### src/rtl/core/assert_macros.svh
// Assertion macros shared by the SIEVE cache RTL.
// Depends on signals named clk and rst_n in the including module.
`ifndef ASSERT_MACROS_SVH
`define ASSERT_MACROS_SVH
`define ASSERT_ALWAYS(lbl, expr) \
    lbl: assert property (@(posedge clk) disable iff (!rst_n) (expr)) \
        else $error("assertion failed");
`define ASSERT_IMPLIES(lbl, ante, cons) \
    lbl: assert property (@(posedge clk) disable iff (!rst_n) (ante) |-> (cons)) \
        else $error("assertion failed");
`endif

### src/rtl/core/scr_pkg.sv
// Package for the SIEVE cache: sizes, codes and shared types.
// No dependencies.
`default_nettype none
package scr_pkg;
    localparam int SLOTS      = 16;
    localparam int KEY_BITS   = 32;
    localparam int VALUE_BITS = 32;
    localparam int CAP_W      = 5;
    localparam int IDX_W      = $clog2(SLOTS);
    localparam int SLOT_W     = $clog2(SLOTS + 1);
    localparam int QDEPTH     = 2;
    localparam int QIDX_W     = $clog2(QDEPTH);
    localparam int QCNT_W     = $clog2(QDEPTH + 1);
    localparam logic [SLOT_W-1:0] NIL = SLOT_W'(SLOTS);
    localparam logic [CAP_W-1:0] CAP_RESET = CAP_W'(16);

    typedef enum logic [1:0] {
        FUNC_GET    = 2'd0,
        FUNC_PUT    = 2'd1,
        FUNC_GETPUT = 2'd2,
        FUNC_NONE   = 2'd3
    } func_t;

    typedef enum logic [1:0] {
        OP_NOP,
        OP_GET,
        OP_PUT,
        OP_GETPUT
    } op_t;

    typedef struct packed {
        op_t                   op;
        logic [KEY_BITS-1:0]   key;
        logic [VALUE_BITS-1:0] value;
    } item_t;

    typedef struct packed {
        logic full;
        logic empty;
    } queue_stat_t;

    typedef enum logic [2:0] {
        ST_IDLE,
        ST_LOOKUP,
        ST_WALK,
        ST_INSERT,
        ST_EMIT
    } state_t;
endpackage
`default_nettype wire

### src/rtl/core/scr_if.sv
// Channel interfaces of the SIEVE cache: request, response, configuration.
// Depends on scr_pkg.
`default_nettype none
interface scr_req_if import scr_pkg::*; ();
    logic                  valid;
    logic                  ready;
    logic [1:0]            func;
    logic [KEY_BITS-1:0]   key;
    logic [VALUE_BITS-1:0] new_value;
    modport source (output valid, func, key, new_value, input ready);
    modport sink (input valid, func, key, new_value, output ready);
endinterface

interface scr_rsp_if import scr_pkg::*; ();
    logic                  valid;
    logic                  ready;
    logic                  hit;
    logic [VALUE_BITS-1:0] got_value;
    logic                  evicted;
    logic [KEY_BITS-1:0]   evicted_key;
    modport source (output valid, hit, got_value, evicted, evicted_key, input ready);
    modport sink (input valid, hit, got_value, evicted, evicted_key, output ready);
endinterface

interface scr_cfg_if import scr_pkg::*; ();
    logic             valid;
    logic             ready;
    logic [CAP_W-1:0] data;
    modport source (output valid, data, input ready);
    modport sink (input valid, data, output ready);
endinterface
`default_nettype wire

### src/rtl/core/scr_front.sv
// Front end: accepts request items and decodes them into queue entries.
// Depends on scr_pkg and scr_if.
`default_nettype none
module scr_front
    import scr_pkg::*;
(
    scr_req_if.sink    req,
    input  queue_stat_t qstat,
    output logic       push,
    output item_t      push_item
);
    op_t op;

    always_comb
    begin
        unique case (func_t'(req.func))
            FUNC_GET:    op = OP_GET;
            FUNC_PUT:    op = OP_PUT;
            FUNC_GETPUT: op = OP_GETPUT;
            default:     op = OP_NOP;
        endcase
    end

    assign req.ready       = !qstat.full;
    assign push            = req.valid && !qstat.full;
    assign push_item.op    = op;
    assign push_item.key   = req.key;
    assign push_item.value = req.new_value;
endmodule
`default_nettype wire

### src/rtl/core/scr_queue.sv
// Short item queue between the front end and the back end.
// Depends on scr_pkg.
`default_nettype none
module scr_queue
    import scr_pkg::*;
(
    input  logic        clk,
    input  logic        rst_n,
    input  logic        push,
    input  item_t       push_item,
    input  logic        pop,
    output item_t       head,
    output queue_stat_t qstat
);
    item_t               mem [QDEPTH];
    logic [QIDX_W-1:0]   wr_reg;
    logic [QIDX_W-1:0]   rd_reg;
    logic [QCNT_W-1:0]   cnt_reg;
    logic                do_push;
    logic                do_pop;

    assign qstat.full  = (cnt_reg == QCNT_W'(QDEPTH));
    assign qstat.empty = (cnt_reg == '0);
    assign do_push     = push && !qstat.full;
    assign do_pop      = pop && !qstat.empty;
    assign head        = mem[rd_reg];

    always_ff @(posedge clk)
    begin
        if (do_push)
        begin
            mem[wr_reg] <= push_item;
        end
    end

    always_ff @(posedge clk or negedge rst_n)
    begin
        if (!rst_n)
        begin
            wr_reg  <= '0;
            rd_reg  <= '0;
            cnt_reg <= '0;
        end
        else
        begin
            if (do_push)
            begin
                wr_reg <= (wr_reg == QIDX_W'(QDEPTH - 1)) ? '0 : wr_reg + 1'b1;
            end
            if (do_pop)
            begin
                rd_reg <= (rd_reg == QIDX_W'(QDEPTH - 1)) ? '0 : rd_reg + 1'b1;
            end
            cnt_reg <= cnt_reg + QCNT_W'(do_push) - QCNT_W'(do_pop);
        end
    end
endmodule
`default_nettype wire

### src/rtl/core/scr_back.sv
// Back end: tag lookup, SIEVE hand walk, insertion and the response register.
// Depends on scr_pkg, scr_if and assert_macros.svh.
`default_nettype none
`include "assert_macros.svh"
module scr_back
    import scr_pkg::*;
(
    input  logic        clk,
    input  logic        rst_n,
    input  item_t       head,
    input  queue_stat_t qstat,
    output logic        pop,
    scr_rsp_if.source   rsp,
    scr_cfg_if.sink     cfg
);
    logic                  valid_reg   [SLOTS];
    logic                  visited_reg [SLOTS];
    logic [KEY_BITS-1:0]   key_reg     [SLOTS];
    logic [VALUE_BITS-1:0] data_reg    [SLOTS];
    logic [SLOT_W-1:0]     newer_reg   [SLOTS];
    logic [SLOT_W-1:0]     older_reg   [SLOTS];
    logic [SLOT_W-1:0]     oldest_reg;
    logic [SLOT_W-1:0]     newest_reg;
    logic [SLOT_W-1:0]     hand_reg;
    logic [SLOT_W-1:0]     cur_reg;
    logic [SLOT_W-1:0]     count_reg;
    logic [CAP_W-1:0]      cap_reg;
    state_t                state_reg;
    state_t                state_next;
    item_t                 item_reg;
    logic                  pend_hit_reg;
    logic [VALUE_BITS-1:0] pend_got_reg;
    logic                  pend_ev_reg;
    logic [KEY_BITS-1:0]   pend_evkey_reg;
    logic                  rsp_valid_reg;
    logic                  rsp_hit_reg;
    logic [VALUE_BITS-1:0] rsp_got_reg;
    logic                  rsp_ev_reg;
    logic [KEY_BITS-1:0]   rsp_evkey_reg;

    logic              hit_any;
    logic [IDX_W-1:0]  hit_idx;
    logic              lookup_hit;
    logic              free_any;
    logic [IDX_W-1:0]  free_idx;
    logic [SLOT_W-1:0] cap_eff;
    logic              need_evict;
    logic              hand_ok;
    logic [IDX_W-1:0]  cur_idx;
    logic [IDX_W-1:0]  hand_idx;
    logic              emit_load;

    always_comb
    begin
        hit_any  = 1'b0;
        hit_idx  = '0;
        free_any = 1'b0;
        free_idx = '0;
        for (int i = SLOTS - 1; i >= 0; i--)
        begin
            if (valid_reg[i] && key_reg[i] == item_reg.key)
            begin
                hit_any = 1'b1;
                hit_idx = IDX_W'(i);
            end
            if (!valid_reg[i])
            begin
                free_any = 1'b1;
                free_idx = IDX_W'(i);
            end
        end
    end

    always_comb
    begin
        if (cap_reg == '0)
        begin
            cap_eff = SLOT_W'(1);
        end
        else if (SLOT_W'(cap_reg) > NIL)
        begin
            cap_eff = NIL;
        end
        else
        begin
            cap_eff = SLOT_W'(cap_reg);
        end
    end

    assign lookup_hit = hit_any && (item_reg.op != OP_NOP);
    assign need_evict = (count_reg >= cap_eff) || !free_any;
    assign hand_idx   = hand_reg[IDX_W-1:0];
    assign hand_ok    = (hand_reg < NIL) && valid_reg[hand_idx];
    assign cur_idx    = cur_reg[IDX_W-1:0];
    assign cfg.ready  = 1'b1;

    always_comb
    begin
        state_next = state_reg;
        unique case (state_reg)
            ST_IDLE:
            begin
                if (!qstat.empty)
                begin
                    state_next = ST_LOOKUP;
                end
            end
            ST_LOOKUP:
            begin
                if (item_reg.op == OP_NOP || hit_any || item_reg.op == OP_GET)
                begin
                    state_next = ST_EMIT;
                end
                else if (need_evict)
                begin
                    state_next = ST_WALK;
                end
                else
                begin
                    state_next = ST_INSERT;
                end
            end
            ST_WALK:
            begin
                if (cur_reg >= NIL || !visited_reg[cur_idx])
                begin
                    state_next = ST_INSERT;
                end
            end
            ST_INSERT:
            begin
                state_next = ST_EMIT;
            end
            ST_EMIT:
            begin
                if (!rsp_valid_reg || rsp.ready)
                begin
                    state_next = ST_IDLE;
                end
            end
            default:
            begin
                state_next = ST_IDLE;
            end
        endcase
    end

    always_comb
    begin
        pop       = 1'b0;
        emit_load = 1'b0;
        unique case (state_reg)
            ST_IDLE: pop = !qstat.empty;
            ST_EMIT: emit_load = !rsp_valid_reg || rsp.ready;
            default:
            begin
                pop       = 1'b0;
                emit_load = 1'b0;
            end
        endcase
    end

    always_ff @(posedge clk)
    begin
        if (pop)
        begin
            item_reg <= head;
        end
        if (emit_load)
        begin
            rsp_hit_reg   <= pend_hit_reg;
            rsp_got_reg   <= pend_got_reg;
            rsp_ev_reg    <= pend_ev_reg;
            rsp_evkey_reg <= pend_evkey_reg;
        end
        if (state_reg == ST_LOOKUP && lookup_hit)
        begin
            pend_got_reg <= data_reg[hit_idx];
            if (item_reg.op == OP_PUT)
            begin
                data_reg[hit_idx] <= item_reg.value;
            end
        end
        if (pop)
        begin
            pend_got_reg   <= '0;
            pend_evkey_reg <= '0;
        end
        if (state_reg == ST_WALK && cur_reg < NIL && !visited_reg[cur_idx])
        begin
            pend_evkey_reg <= key_reg[cur_idx];
        end
        if (state_reg == ST_LOOKUP)
        begin
            cur_reg <= hand_ok ? hand_reg : oldest_reg;
        end
        if (state_reg == ST_WALK && cur_reg < NIL && visited_reg[cur_idx])
        begin
            cur_reg <= (newer_reg[cur_idx] < NIL) ? newer_reg[cur_idx] : oldest_reg;
        end
        if (state_reg == ST_INSERT && free_any)
        begin
            key_reg[free_idx]   <= item_reg.key;
            data_reg[free_idx]  <= item_reg.value;
            newer_reg[free_idx] <= NIL;
            older_reg[free_idx] <= newest_reg;
            if (newest_reg < NIL)
            begin
                newer_reg[newest_reg[IDX_W-1:0]] <= SLOT_W'(free_idx);
            end
        end
        if (state_reg == ST_WALK && cur_reg < NIL && !visited_reg[cur_idx])
        begin
            if (older_reg[cur_idx] < NIL)
            begin
                newer_reg[older_reg[cur_idx][IDX_W-1:0]] <= newer_reg[cur_idx];
            end
            if (newer_reg[cur_idx] < NIL)
            begin
                older_reg[newer_reg[cur_idx][IDX_W-1:0]] <= older_reg[cur_idx];
            end
        end
    end

    always_ff @(posedge clk or negedge rst_n)
    begin
        if (!rst_n)
        begin
            for (int i = 0; i < SLOTS; i++)
            begin
                valid_reg[i]   <= 1'b0;
                visited_reg[i] <= 1'b0;
            end
            oldest_reg    <= NIL;
            newest_reg    <= NIL;
            hand_reg      <= NIL;
            count_reg     <= '0;
            cap_reg       <= CAP_RESET;
            state_reg     <= ST_IDLE;
            pend_hit_reg  <= 1'b0;
            pend_ev_reg   <= 1'b0;
            rsp_valid_reg <= 1'b0;
        end
        else
        begin
            state_reg <= state_next;
            if (cfg.valid)
            begin
                cap_reg <= cfg.data;
            end
            if (emit_load)
            begin
                rsp_valid_reg <= 1'b1;
            end
            else if (rsp_valid_reg && rsp.ready)
            begin
                rsp_valid_reg <= 1'b0;
            end
            if (pop)
            begin
                pend_hit_reg <= 1'b0;
                pend_ev_reg  <= 1'b0;
            end
            if (state_reg == ST_LOOKUP && lookup_hit)
            begin
                pend_hit_reg         <= 1'b1;
                visited_reg[hit_idx] <= 1'b1;
            end
            if (state_reg == ST_WALK && cur_reg < NIL)
            begin
                visited_reg[cur_idx] <= 1'b0;
                if (!visited_reg[cur_idx])
                begin
                    if (older_reg[cur_idx] >= NIL)
                    begin
                        oldest_reg <= newer_reg[cur_idx];
                    end
                    if (newer_reg[cur_idx] >= NIL)
                    begin
                        newest_reg <= older_reg[cur_idx];
                    end
                    hand_reg           <= newer_reg[cur_idx];
                    valid_reg[cur_idx] <= 1'b0;
                    count_reg          <= count_reg - 1'b1;
                    pend_ev_reg        <= 1'b1;
                end
            end
            if (state_reg == ST_INSERT && free_any)
            begin
                valid_reg[free_idx]   <= 1'b1;
                visited_reg[free_idx] <= 1'b0;
                if (newest_reg >= NIL)
                begin
                    oldest_reg <= SLOT_W'(free_idx);
                end
                newest_reg <= SLOT_W'(free_idx);
                if (count_reg == '0)
                begin
                    hand_reg <= SLOT_W'(free_idx);
                end
                count_reg <= count_reg + 1'b1;
            end
        end
    end

    assign rsp.valid       = rsp_valid_reg;
    assign rsp.hit         = rsp_hit_reg;
    assign rsp.got_value   = rsp_got_reg;
    assign rsp.evicted     = rsp_ev_reg;
    assign rsp.evicted_key = rsp_evkey_reg;

    `ASSERT_ALWAYS(a_count_bound, count_reg <= NIL)
    `ASSERT_IMPLIES(a_walk_nonempty, state_reg == ST_WALK, count_reg != '0)
    `ASSERT_IMPLIES(a_insert_has_free, state_reg == ST_INSERT, free_any)
endmodule
`default_nettype wire

### src/rtl/core/sieve_cache_replacement.sv
// A request passes the queue, then IDLE, LOOKUP and EMIT into the response register for a
// hit, a get miss or an unused code; an insert without eviction adds INSERT and an eviction
// adds WALK, where the hand clears visited entries. EMIT waits for an unaccepted response.
// The back end takes one item at a time; requests enter a two-entry queue until it is full.
// Reset (rst_n, asynchronous, active low) empties the cache and sets capacity to 16.
`default_nettype none
module sieve_cache_replacement
    import scr_pkg::*;
(
    input  wire       clk,
    input  wire       rst_n,
    scr_req_if.sink   req,
    scr_rsp_if.source rsp,
    scr_cfg_if.sink   cfg
);
    queue_stat_t qstat;
    logic        push;
    item_t       push_item;
    logic        pop;
    item_t       head;

    scr_front u_front (
        .req       (req),
        .qstat     (qstat),
        .push      (push),
        .push_item (push_item)
    );

    scr_queue u_queue (
        .clk       (clk),
        .rst_n     (rst_n),
        .push      (push),
        .push_item (push_item),
        .pop       (pop),
        .head      (head),
        .qstat     (qstat)
    );

    scr_back u_back (
        .clk   (clk),
        .rst_n (rst_n),
        .head  (head),
        .qstat (qstat),
        .pop   (pop),
        .rsp   (rsp),
        .cfg   (cfg)
    );
endmodule
`default_nettype wire
### src/flat_wrapper.sv
// flat-port wrapper written by rule: the top's interface ports become plain ports
module sieve_cache_replacement_flat import scr_pkg::*;
  (clk, rst_n, req_valid, req_func, req_key, req_new_value, req_ready, rsp_valid, rsp_hit, rsp_got_value, rsp_evicted, rsp_evicted_key, rsp_ready, cfg_valid, cfg_data, cfg_ready);
  scr_req_if req_i ();
  scr_rsp_if rsp_i ();
  scr_cfg_if cfg_i ();
  input  wire clk;
  input  wire rst_n;
  input wire logic [$bits(req_i.valid)-1:0] req_valid;
  input wire logic [$bits(req_i.func)-1:0] req_func;
  input wire logic [$bits(req_i.key)-1:0] req_key;
  input wire logic [$bits(req_i.new_value)-1:0] req_new_value;
  output wire logic [$bits(req_i.ready)-1:0] req_ready;
  output wire logic [$bits(rsp_i.valid)-1:0] rsp_valid;
  output wire logic [$bits(rsp_i.hit)-1:0] rsp_hit;
  output wire logic [$bits(rsp_i.got_value)-1:0] rsp_got_value;
  output wire logic [$bits(rsp_i.evicted)-1:0] rsp_evicted;
  output wire logic [$bits(rsp_i.evicted_key)-1:0] rsp_evicted_key;
  input wire logic [$bits(rsp_i.ready)-1:0] rsp_ready;
  input wire logic [$bits(cfg_i.valid)-1:0] cfg_valid;
  input wire logic [$bits(cfg_i.data)-1:0] cfg_data;
  output wire logic [$bits(cfg_i.ready)-1:0] cfg_ready;
  assign req_i.valid = req_valid;
  assign req_i.func = req_func;
  assign req_i.key = req_key;
  assign req_i.new_value = req_new_value;
  assign req_ready = req_i.ready;
  assign rsp_valid = rsp_i.valid;
  assign rsp_hit = rsp_i.hit;
  assign rsp_got_value = rsp_i.got_value;
  assign rsp_evicted = rsp_i.evicted;
  assign rsp_evicted_key = rsp_i.evicted_key;
  assign rsp_i.ready = rsp_ready;
  assign cfg_i.valid = cfg_valid;
  assign cfg_i.data = cfg_data;
  assign cfg_ready = cfg_i.ready;
  sieve_cache_replacement u_core (.clk(clk), .rst_n(rst_n), .req(req_i), .rsp(rsp_i), .cfg(cfg_i));
endmodule
### config.mk
export PLATFORM = sky130hd
export DESIGN_NAME = sieve_cache_replacement_flat
export DESIGN_NICKNAME = d
export VERILOG_FILES = /design/src/rtl/core/scr_pkg.sv /design/src/rtl/core/scr_if.sv /design/src/rtl/core/scr_front.sv /design/src/rtl/core/scr_queue.sv /design/src/rtl/core/scr_back.sv /design/src/rtl/core/sieve_cache_replacement.sv /design/src/flat_wrapper.sv
export VERILOG_INCLUDE_DIRS = /design/src /design/src/rtl/core
export SDC_FILE = /design/constraint.sdc
export NUM_CORES = 2
export LEC_CHECK = 0
export BUFFER_PORTS_ARGS = -buffer_cell sky130_fd_sc_hd__buf_2
export CAP_MARGIN = 40
export CORE_ASPECT_RATIO = 1.75
export CORE_MARGIN = 1
export CORE_UTILIZATION = 30
export CTS_CLUSTER_DIAMETER = 100
export DETAILED_ROUTE_END_ITERATION = 16
export PLACE_DENSITY = 0.47
export SLEW_MARGIN = 20
export SYNTH_ARGS = -nofsm -noshare
export SYNTH_HDL_FRONTEND = slang
export SYNTH_SLANG_ARGS = --single-unit
### constraint.sdc
create_clock -name clk -period 7 [get_ports clk]
set_clock_uncertainty 0.05 [all_clocks]
set_input_delay 0.35 -clock clk [delete_from_list [all_inputs] [get_ports clk]]
set_output_delay 0.35 -clock clk [all_outputs]
set_load 0.01 [all_outputs]
==> summary.txt <==
Die
  • Die area: between 0.2 and 0.25 sq mm
  • Rows: between 200 and 250
  • Die width: 366.8 microns
  • Io pins: 145
  • CORE AREA: 0.2319 sq mm
  • Chip height: about 640 microns
  • Initial Util: 30.12%

Outcome
  • Status: finished, final reports clean

Clock network
  • Root buf cell: clkbuf_16
  • Post-cts sizing count: 0
  • Worst-case clock buffer depth: 4
  • Worst-path clk slew: roughly 70 ps
  • CTS sink cnt: 1588
  • H-tree levels: 4
  • CTS tree: done
  • CTS Buf Count: 165
  • Worst-skew pair later-pin latency: roughly 860 ps

Route
  • Remaining DRCs: 0
  • DR vias: roughly 40000
  • Vias per cell: 5.142
  • DRT iter0 DRCs: 2851
  • WL/cell: approximately 33 microns
  • Final ANT Viol Nets: 0
  • Detailed Routing Iterations Pass 1: 5
  • Drt total wl: 253900 microns

Worst setup path
  • Bufs and invs on worst path: 2
  • Critical Path End Type: flip-flop
  • Worst Path Required: between 7000 and 8000 ps
  • CP max-delay cell: a221oi_1
  • Max incr delay on CP: 920 ps
  • Crit start category: flip-flop
  • Worst-path cell chain: buf_4 > xor2_1 > nor4_1 > nand3_1 > nor4_1 > nor3_1 > a221oi_1 > o21a_4 > buf_12 > nand2b_1 > o22ai_1 > nor3_1 > a21oi_1
  • Critical path arrival: 6490 ps
  • Crit Path Max Fanout: 30
  • Crit Path Class: flip-flop to flip-flop
  • Top delay family on crit path: simple AND/OR/NAND/NOR gates

Timing
  • RSZ-0062 raised after global routing: no
  • Final setup fails: 0
  • Final Worst Setup Slack: 1141 ps
  • Hold slack: 107.8 ps
  • Max-slew violation count: 0
  • Slew margin rel.: 28.27%
  • Fmax: 170.7 MHz
  • Worst Max-Slew Pin Slew: 1076 ps
  • Hold Violations, Final: 0
  • Fin crit period: ~5900 ps
  • TNS Setup: 0 ps
  • Fin crit share: 83.71%

Cells and area
  • Fillcell total: 22150
  • Area occupied by multi-input gates: 0.02170 sq mm
  • Post-Layout Cell Count: 7788
  • Layout Utilization: between 30% and 40%
  • Net count, final: 4678
  • FF/Latch Area: 0.04685 sq mm
  • Fin area: 0.08101 sq mm
  • Share of cells above drive strength 1: 21.64%
  • Area added between synthesis and finish: 15.98%

Yosys
  • Flop and latch count out of synthesis: 1588
  • Count leader, synth: edfxtp_1
  • Yosys warns: 0
  • Post-Synthesis Cell Area: 0.06985 sq mm
  • Post-Synthesis Cells: 4259
  • Synth area leader: edfxtp_1
  • EDFF count, synth: 1469
  • Syn_nets: about 4300
  • Top cells by area, synth: edfxtp_1 63%, mux4_2 7.9%, xor2_1 5.5%
  • Top cells by count, synth: 1469 x edfxtp_1, 442 x xor2_1, 245 x mux4_2
  • Yosys cell types: a little over 80
  • Top-area cell type share of the netlist area: around 63%
  • Register area share after synthesis: 67.05%
  • Syn avg cell area: 16.40 sq um
  • Main synth FF type: edfxtp_1
  • Post-synth ARST share: 4.219%

Power
  • Leakage: 27.28 nW
  • Sw Share: 36.15%
  • Int Pwr: 20.26 mW
  • Register share of total power: 42.6%
  • Switch Pwr: 11.47 mW
  • Power, Total: around 32 mW
  • Clk pwr share: 27.5%
  • Worst VDD drop: just under 300 uV
  • Logic pwr share: about 30%
  • Pwr dens: 391.7 mW/mm^2

Global route
  • GRT Total Usage: 21.34%
  • Total gr overflow: 0
  • Antenna violations before repair: 13
  • Largest net degree at the start of global routing: a little over 100
  • Vias in the first global route: 42070
  • First-pass GRT wire length: between 300000 and 400000 microns

Min path
  • Worst min-delay path class: input port to flip-flop

Place
  • Placed Cells: 7400
  • Dpl cell area: about 0.075 sq mm
  • Port bufs: ~140
  • DP Wirelength: 187700 microns
  • Post-Place Worst Slack: between 1000 and 1500 ps
  • Gp weighted congestion: 0.9790

Job
  • Max cap viols: 0
[cell usage in the layout, fill, tap and decap left out, types with 62 or more instances in the layout]
| cell | n |
|---|---|
| buf_2 | 145 |
| mux2i_1 | 161 |
| edfxtp_1 | 1469 |
| dlygate4sd3_1 | 80 |
| nor2_1 | 92 |
| o22ai_1 | 76 |
| mux2_2 | 91 |
| nand2_1 | 164 |
| o21ai_0 | 108 |
| nor4_1 | 183 |
| xor2_1 | 442 |
| nor3_1 | 87 |
| buf_4 | 135 |
| xnor2_1 | 78 |
| dfrtp_1 | 62 |
| nand4_1 | 63 |
| mux4_2 | 245 |
| clkbuf_16 | 167 |
[logic make-up (layout without fill, tap and decap cells)]
logic type	count (synthesis)	in the layout	synth area share, %
AO/OA/AOI/OAI	475	475	4.940
multiplexers	521	521	12.17
adder cells (fa/ha/maj)	13	13	0.2436
flip-flops	1588	1588	67.05
XOR/XNOR	520	520	6.520
AND/OR/NAND/NOR	859	859	6.685
other	1	7	0.005369
buffers and inverters	282	737	2.379
[layout make-up]
class	instances	area share, %
flip-flops and latches	1588	57.83
clock buffers	212	5.417
clock inverters	80	0.9205
well taps	3068	4.739
diodes	6	0.01853
repair buffers	399	4.065
inverters	46	0.2162
multi-input cells	2389	26.79
[worst register-to-register path: stages, from the launching register on]
cell and delay, ps:
edfxtp_1 650, buf_4 400, xor2_1 200, nor4_1 810, nand3_1 190, nor4_1 570
nor3_1 120, a221oi_1 920, o21a_4 430, buf_12 280, nand2b_1 350, o22ai_1 120
nor3_1 460, a21oi_1 140
[per-layer routing]
layer	track usage, %	part of all wire (%)	vias to the layer above
li1	-	-	17510
met1	21.10	34	20940
met2	40.82	55	1111
met3	2.505	3.5	491
met4	15.21	8.0	2
met5	0	0.0047	-
[worst paths after layout]
kind / slack [ps] / depth (start not counted) / startpoint / end
worst max register to register: 1140 / 13 / u_core.u_back.item_reg[49] / u_core.u_back.pend_got_reg[14]
worst min register to register: 370 / 0 / u_core.u_back.pend_evkey_reg[9] / u_core.u_back.rsp.evicted_key[9]
worst max-delay path: 1140 / 13 / u_core.u_back.item_reg[49] / u_core.u_back.pend_got_reg[14]
max in group asynchronous: 6030 / 4 / rst_n / u_core.u_back.oldest_reg[4]
min in group asynchronous: 540 / 4 / rst_n / u_core.u_back.cap_reg[0]
worst min-delay path: 110 / 3 / req_func[0] / u_core.u_queue.mem[1][65]
[what timing repair did]
action                    4_1_cts  5_1_grt
hold endpoints to repair      207        0
setup buffers                   0        0
hold buffers                   81        0
[power groups by stage]
| stage | Sequential (mW) | Combinational [mW] | Clock (mW) |
|---|---|---|---|
| after floorplan | 13.1 | 5.30 | 0 |
| after global placement | 13.8 | 9.19 | 0 |
| after detailed placement | 13.8 | 9.39 | 0 |
| after CTS | 13.6 | 9.46 | 8.95 |
| after global routing | 13.7 | 9.76 | 9.23 |
| final | 13.5 | 9.49 | 8.72 |
Note: power is estimated with default switching activity, not from simulation.
